`config.mk`:
```
export PLATFORM = sky130hd
export DESIGN_NAME = tac_rdiv
export DESIGN_NICKNAME = d
export VERILOG_FILES = /design/src/rtl/tac_pkg.sv /design/src/rtl/tac_rdiv.sv
export SDC_FILE = /design/constraint.sdc
export NUM_CORES = 2
export LEC_CHECK = 0
export ABC_AREA = 1
export BUFFER_PORTS_ARGS = -buffer_cell sky130_fd_sc_hd__buf_2
export CAP_MARGIN = 20
export CORE_ASPECT_RATIO = 1.1
export CORE_UTILIZATION = 55
export CTS_CLUSTER_SIZE = 20
export DETAILED_ROUTE_END_ITERATION = 10
export HOLD_SLACK_MARGIN = 0.05
export PLACE_DENSITY = 0.71
export SLEW_MARGIN = 20
export SYNTH_ARGS = -nofsm -noshare
export SYNTH_HDL_FRONTEND = slang
export SYNTH_SLANG_ARGS = --single-unit
```
`constraint.sdc`:
```
create_clock -name i_clk -period 4.4 [get_ports i_clk]
set_input_delay 0.22 -clock i_clk [delete_from_list [all_inputs] [get_ports i_clk]]
set_output_delay 0.22 -clock i_clk [all_outputs]
set_load 0.02 [all_outputs]
```
`src/rtl/tac_pkg.sv`:
```
// ----------------------------------------------------------------------------
// tac_pkg: shared types and constants
// Fixed-point widths, Steinhart-Hart coefficients and the sideband record
// that travels with each beat through the conversion pipeline.
// ----------------------------------------------------------------------------
`default_nettype none
package tac_pkg;

    localparam int PAD_W  = 20;   // divider resistor register
    localparam int RES_W  = 30;   // thermistor resistance in ohms
    localparam int TEMP_W = 16;   // centi-degree result
    localparam int L_W    = 29;   // ln(R) in Q5.24
    localparam int L2_W   = 33;   // ln(R)^2 in Q9.24
    localparam int L3_W   = 38;   // ln(R)^3 in Q14.24
    localparam int D_W    = 40;   // Steinhart-Hart sum in Q0.46
    localparam int NUM_W  = 54;   // reciprocal dividend
    localparam int CK_W   = 17;   // centi-kelvin quotient
    localparam int FRAC_N = 24;   // log2 fraction bits

    localparam logic [PAD_W-1:0]  PAD_RESET = 20'd9850;
    localparam logic [RES_W-1:0]  RES_MAX   = 30'h3FFF_FFFF;
    localparam logic [31:0]       LN2_Q32   = 32'd2977044472;

    // Coefficients in Q0.46, rounded to nearest.
    localparam logic [36:0] COEF_A =
        37'((64'd1129148 * (64'd1 << 37) + 64'd976562) / 64'd1953125);
    localparam logic [33:0] COEF_B =
        34'((64'd234125 * (64'd1 << 37) + 64'd976562) / 64'd1953125);
    localparam logic [22:0] COEF_C =
        23'((64'd876741 * (64'd1 << 33) + 64'd610351562) / 64'd1220703125);

    localparam logic [NUM_W-1:0] RECIP_NUM    = NUM_W'(100) << 46;
    localparam logic [CK_W-1:0]  KELVIN_CENTI = 17'd27315;
    localparam logic [CK_W-1:0]  CK_SAT       = 17'd60082;  // 27315 + 32767
    localparam logic [TEMP_W-1:0] TEMP_MAX    = 16'h7FFF;
    localparam logic [TEMP_W-1:0] TEMP_ABS0   = 16'h954D;   // -27315

    // Register word index on the APB port
    localparam logic REG_PAD = 1'b0;

    typedef struct packed {
        logic [RES_W-1:0] res;
        logic             err;   // zero code
        logic             zero;  // zero resistance
    } t_side;

endpackage
`default_nettype wire

```
`src/rtl/tac_rdiv.sv`:
```
// ----------------------------------------------------------------------------
// tac_rdiv: resistance divider pipeline
// Restoring long division of pad*2^ADC_BITS by the code, one quotient bit
// per stage, then subtract pad and saturate.
// ----------------------------------------------------------------------------
`default_nettype none
module tac_rdiv #(
    parameter int ADC_BITS = 10
) (
    input  wire logic                      i_clk,
    input  wire logic                      i_rst_n,
    input  wire logic                      i_en,
    input  wire logic                      i_valid,
    input  wire logic [ADC_BITS-1:0]       i_code,
    input  wire logic [tac_pkg::PAD_W-1:0] i_pad,
    output      logic                      o_valid,
    output      tac_pkg::t_side            o_sd
);
    localparam int QW = tac_pkg::PAD_W + ADC_BITS;
    localparam int NS = QW;

    logic [NS:0]              s_v;
    logic [ADC_BITS-1:0]      s_rem  [NS+1];
    logic [QW-1:0]            s_q    [NS+1];
    logic [QW-1:0]            s_n    [NS+1];
    logic [ADC_BITS-1:0]      s_code [NS+1];
    logic [tac_pkg::PAD_W-1:0] s_pad [NS+1];
    logic [NS:0]              s_err;

    assign s_v[0]    = i_valid;
    assign s_rem[0]  = '0;
    assign s_q[0]    = '0;
    assign s_n[0]    = {i_pad, {ADC_BITS{1'b0}}};
    assign s_code[0] = i_code;
    assign s_pad[0]  = i_pad;
    assign s_err[0]  = (i_code == '0);

    for (genvar i = 0; i < NS; i++) begin : g_st
        logic                      r_v;
        logic [ADC_BITS-1:0]       r_rem;
        logic [QW-1:0]             r_q;
        logic [QW-1:0]             r_n;
        logic [ADC_BITS-1:0]       r_code;
        logic [tac_pkg::PAD_W-1:0] r_pad;
        logic                      r_err;
        logic [ADC_BITS:0]         trial;
        logic                      ge;

        assign trial = {s_rem[i], s_n[i][QW-1]};
        assign ge    = (trial >= {1'b0, s_code[i]});

        always_ff @(posedge i_clk) begin
            if (!i_rst_n) begin
                r_v <= 1'b0;
            end else if (i_en) begin
                r_v <= s_v[i];
            end
        end

        always_ff @(posedge i_clk) begin
            if (i_en) begin
                r_rem  <= ge ? ADC_BITS'(trial - {1'b0, s_code[i]})
                             : trial[ADC_BITS-1:0];
                r_q    <= {s_q[i][QW-2:0], ge};
                r_n    <= {s_n[i][QW-2:0], 1'b0};
                r_code <= s_code[i];
                r_pad  <= s_pad[i];
                r_err  <= s_err[i];
            end
        end

        assign s_v[i+1]    = r_v;
        assign s_rem[i+1]  = r_rem;
        assign s_q[i+1]    = r_q;
        assign s_n[i+1]    = r_n;
        assign s_code[i+1] = r_code;
        assign s_pad[i+1]  = r_pad;
        assign s_err[i+1]  = r_err;
    end

    // Subtract pad and clamp to the resistance range
    logic [QW-1:0]             diff;
    logic [tac_pkg::RES_W-1:0] n_res;
    logic                      r_out_v;
    tac_pkg::t_side            r_out_sd;

    assign diff  = s_q[NS] - QW'(s_pad[NS]);
    assign n_res = (diff > QW'(tac_pkg::RES_MAX)) ? tac_pkg::RES_MAX
                                                  : tac_pkg::RES_W'(diff);

    always_ff @(posedge i_clk) begin
        if (!i_rst_n) begin
            r_out_v <= 1'b0;
        end else if (i_en) begin
            r_out_v <= s_v[NS];
        end
    end

    always_ff @(posedge i_clk) begin
        if (i_en) begin
            r_out_sd.res  <= n_res;
            r_out_sd.err  <= s_err[NS];
            r_out_sd.zero <= (n_res == '0);
        end
    end

    assign o_valid = r_out_v;
    assign o_sd    = r_out_sd;
endmodule
`default_nettype wire

```
==> results.rst <==
.. list-table::
   :header-rows: 1

   * - Metric
     - Value
   * - Highest achievable clock rate
     - 352 MHz
   * - Die X-Extent
     - 340 um
   * - Area fraction in compound gates after synthesis
     - 0.0548
   * - Run status
     - finished, final reports clean
   * - Area share of the largest cell type after synthesis
     - 0.740
   * - Wire length of the first global-routing pass
     - 168 mm
   * - Multiplexer share of the synthesized area
     - 0
   * - Port buffer count
     - 66
   * - Yosys warning total
     - 0
   * - Cell type with the highest aggregate area in the netlist
     - sky130_fd_sc_hd__edfxtp_1
   * - Core Area
     - 0.125 mm2
   * - Routed WL
     - 102 mm
   * - Initial core utilization
     - 0.554
   * - Die height
     - 374 um
   * - Type of the tightest min-delay check
     - input pin to flip-flop
   * - Net count of the finished layout
     - 5412
   * - Max Root-Sink Buffers
     - 3
   * - Antenna viol nets, final
     - 0
   * - Sum of overflow across all layers after global routing
     - 0
   * - Max-capacitance violation count
     - 0
   * - Post-Place Cell Area
     - 0.0717 mm2
   * - Worst EP arrival
     - 3380 ps
   * - Sequential-to-total area share from yosys stat
     - 0.749
   * - Detailed-router iteration count before antenna repair
     - 7
   * - Cell area after synthesis
     - 0.0692 mm2
   * - Leak pwr
     - 29.8 nW
   * - TritonCTS clock tree
     - yes
   * - Combinational family with the most area after synthesis
     - simple AND/OR/NAND/NOR gates
   * - Filler instances
     - 9003
   * - Number of pins exceeding their max-slew limit in the final report
     - 0
   * - Die Outline Area
     - 0.127 mm2
   * - Maximum number of pins on one net before global-route repair
     - 127
   * - Antenna diode count
     - 0
   * - # IOs
     - 67
   * - Transition time at the pin with the least slew margin
     - 955 ps
   * - Required time at the endpoint of the critical path
     - 4950 ps
   * - Average routed wire per standard cell
     - 14.9 um
   * - Peak supply drop
     - 0.403 mV
   * - Via/cell ratio
     - 5.12
   * - Worst-path clk slew
     - 60 ps
   * - Mapped Avg Cell Area
     - 14.4 um2
   * - Hold violation total from the final report
     - 0
   * - Post-synthesis share of cell area spent on xor and xnor gates
     - 0.0272
   * - Last weighted congestion value of the routability-driven placer
     - 0.887
   * - Ratio of total power to cell area
     - 609 mW/mm2
   * - Worst slew margin relative to its limit
     - 0.364
   * - Total number of H-tree levels
     - 4
   * - Number of remaining DRC errors
     - 0
   * - Total routing usage reported by global routing
     - 0.163
   * - Clock root cell
     - sky130_fd_sc_hd__clkbuf_16
   * - Post-route fraction of the period consumed by the critical path
     - 0.645
   * - Count of vias placed by the detailed router
     - 34900
   * - Mapped Nets
     - 5167
   * - Post-layout instance area
     - 0.0777 mm2
   * - Worst setup SP type
     - flip-flop
   * - FP Rows
     - 136
   * - Final worst clock skew
     - 21.7 ps
   * - Synth area leaders
     - sky130_fd_sc_hd__edfxtp_1 (74%), sky130_fd_sc_hd__ha_1 (5.6%), sky130_fd_sc_hd__nand2_1 (3.2%)
   * - Resize count post-CTS
     - 0
   * - Setup repair after global routing missed its margin
     - no
   * - Final count of negative-setup-slack endpoints
     - 0
   * - CP Max Fanout
     - 21
   * - Post-detail-place hpwl
     - 64.6 mm
   * - Synthesized instance count
     - 4793
   * - CTS Buf Count
     - 168
   * - Synth cell types
     - 45
   * - Layout overhead on the synthesized area
     - 12.2%
   * - Iteration-0 DRC count of the detailed router
     - 2116
   * - Source-to-sink clock delay at the later pin of the worst-skew pair
     - 780 ps
   * - Vias in the first global route
     - 35700
   * - Number of antenna violations at the first check in global routing
     - 0
   * - Slack of the worst reg-to-reg path
     - 1560 ps
   * - Clock period minus final worst setup slack
     - 2840 ps
   * - Final hold slack
     - 146 ps
   * - Number of clock sinks seen by CTS
     - 1738
   * - Adder and majority cell fraction of the synthesized area
     - 0.0646
   * - Share of synthesized cell area in and, or, nand and nor gates
     - 0.0694
   * - TNS Setup
     - 0 ps
   * - Count of state elements after synthesis
     - 1738
   * - Category of the worst setup path capture point
     - flip-flop
   * - Type of the worst setup path
     - flip-flop to flip-flop
   * - Share of cells above drive strength 1
     - 0.0735
==> worst max-delay path: stages, from the launching register on <==
cell and delay, ps:
sky130_fd_sc_hd__edfxtp_1 470, sky130_fd_sc_hd__inv_1 80, sky130_fd_sc_hd__ha_1 340, sky130_fd_sc_hd__a21oi_1 140
sky130_fd_sc_hd__nand2_1 110, sky130_fd_sc_hd__a21oi_1 220, sky130_fd_sc_hd__o21ai_1 130, sky130_fd_sc_hd__nand2_1 80
sky130_fd_sc_hd__nand3_1 500, sky130_fd_sc_hd__a21oi_1 530
==> placed cells by master (no fill, tap or decap), types with 31 or more instances in the layout <==
cell / n
sky130_fd_sc_hd__xor2_1: 96
sky130_fd_sc_hd__inv_1: 545
sky130_fd_sc_hd__o21ai_0: 226
sky130_fd_sc_hd__nand2_1: 596
sky130_fd_sc_hd__nand3_1: 96
sky130_fd_sc_hd__a21oi_1: 389
sky130_fd_sc_hd__ha_1: 311
sky130_fd_sc_hd__clkbuf_1: 33
sky130_fd_sc_hd__dfxtp_1: 31
sky130_fd_sc_hd__clkbuf_16: 169
sky130_fd_sc_hd__nand4_1: 32
sky130_fd_sc_hd__xnor2_1: 119
sky130_fd_sc_hd__dlygate4sd3_1: 34
sky130_fd_sc_hd__nor2_1: 378
sky130_fd_sc_hd__buf_2: 65
sky130_fd_sc_hd__edfxtp_1: 1707
==> logic make-up (layout without fill, tap and decap cells) <==
group                      count (synthesis)  after routing
buffers and inverters                    609            985
DFF                                     1738           1738
and+or+nand+nor                         1175           1175
xor gates and xnor gates                 215            215
adders and majority gates                340            340
AOI/OAI and AO/OA                        716            716
==> path summary, 6_finish.rpt <==
| kind | start | to | cells after the start |
|---|---|---|---|
| worst max-delay path | g_st[6].r_code[2] | g_st[7].r_rem[1] | 9 |
| worst min-delay path | i_pad[8] | g_st[0].r_pad[8] | 2 |
| worst max register to register | g_st[6].r_code[2] | g_st[7].r_rem[1] | 9 |
| worst min register to register | g_st[11].r_q[2] | g_st[12].r_q[3] | 0 |
==> per-layer routing <==
metal,GRT usage,routed length (um),vias to the layer above,part of all wire
met5,0,0,-,0
met2,0.289,52000,586,0.51
met1,0.194,42900,16600,0.42
met3,0.0297,3620,226,0.036
li1,-,-,17600,-
met4,0.0706,3350,0,0.033
==> synthesized netlist by cell type (all sizes together) <==
cell,instances
a21boi,2
nand2,604
a211oi,17
o21ai,257
nor3b,1
clkbuf,11
xor2,96
o31ai,10
clkinv,1
a21oi,394
o221ai,10
nand4,32
nand3b,19
a221oi,1
and2,1
o311ai,2
o2111ai,3
o21bai,16
edfxtp,1707
buf,46
nor4,1
ha,311
fa,29
dfxtp,31
or2,3
inv,551
nand3,99
xnor2,119
nor3,29
a21o,2
o21a,2
nor2,386
==> what timing repair did <==
| item | 4_1_cts | 5_1_grt |
|---|---|---|
| hold buffers | 34 | 0 |
| hold endpoints to repair | 135 | 0 |
| buffers inserted | 0 | 0 |
==> registers in the layout, indices dropped and copies added, names as in the netlist <==
register,cells
g_st.r_code,290
g_st.r_err,30
g_st.r_pad,600
g_st.r_q,465
g_st.r_rem,290
g_st.r_v,30
o_sd,32
o_valid,1
==> through the flow <==
stage	worst slack (ps)	cells	utilization	total power, mW
finish	1560	6825	0.622	47.3
global route	1210	6825	0.622	50.1
CTS	1510	6825	0.622	47.8
detailed placement	1520	6490	0.574	33.1
global placement	1610	6490	0.574	32.7
floorplan	2350	4793	-	30.7
==> area by class of cell <==
type | count | area [um2] | share of cell area
clock buffer | 202 | 4350 | 0.0560
multi-input combinational | 2446 | 15000 | 0.193
tap | 1656 | 2070 | 0.0267
sequential | 1738 | 51900 | 0.668
clock inverter | 99 | 1230 | 0.0158
timing repair buffer | 132 | 1090 | 0.0140
inverter | 552 | 2070 | 0.0267
==> power breakdown <==
group / internal (mW) / switching [mW] / total (mW) / leakage (nW)
logic: 4.14 / 6.29 / 10.4 / 10.2
clock network: 8.46 / 5.96 / 14.4 / 2.70
registers: 21.4 / 1.07 / 22.5 / 16.9
Note: power is estimated with default switching activity, not from simulation.
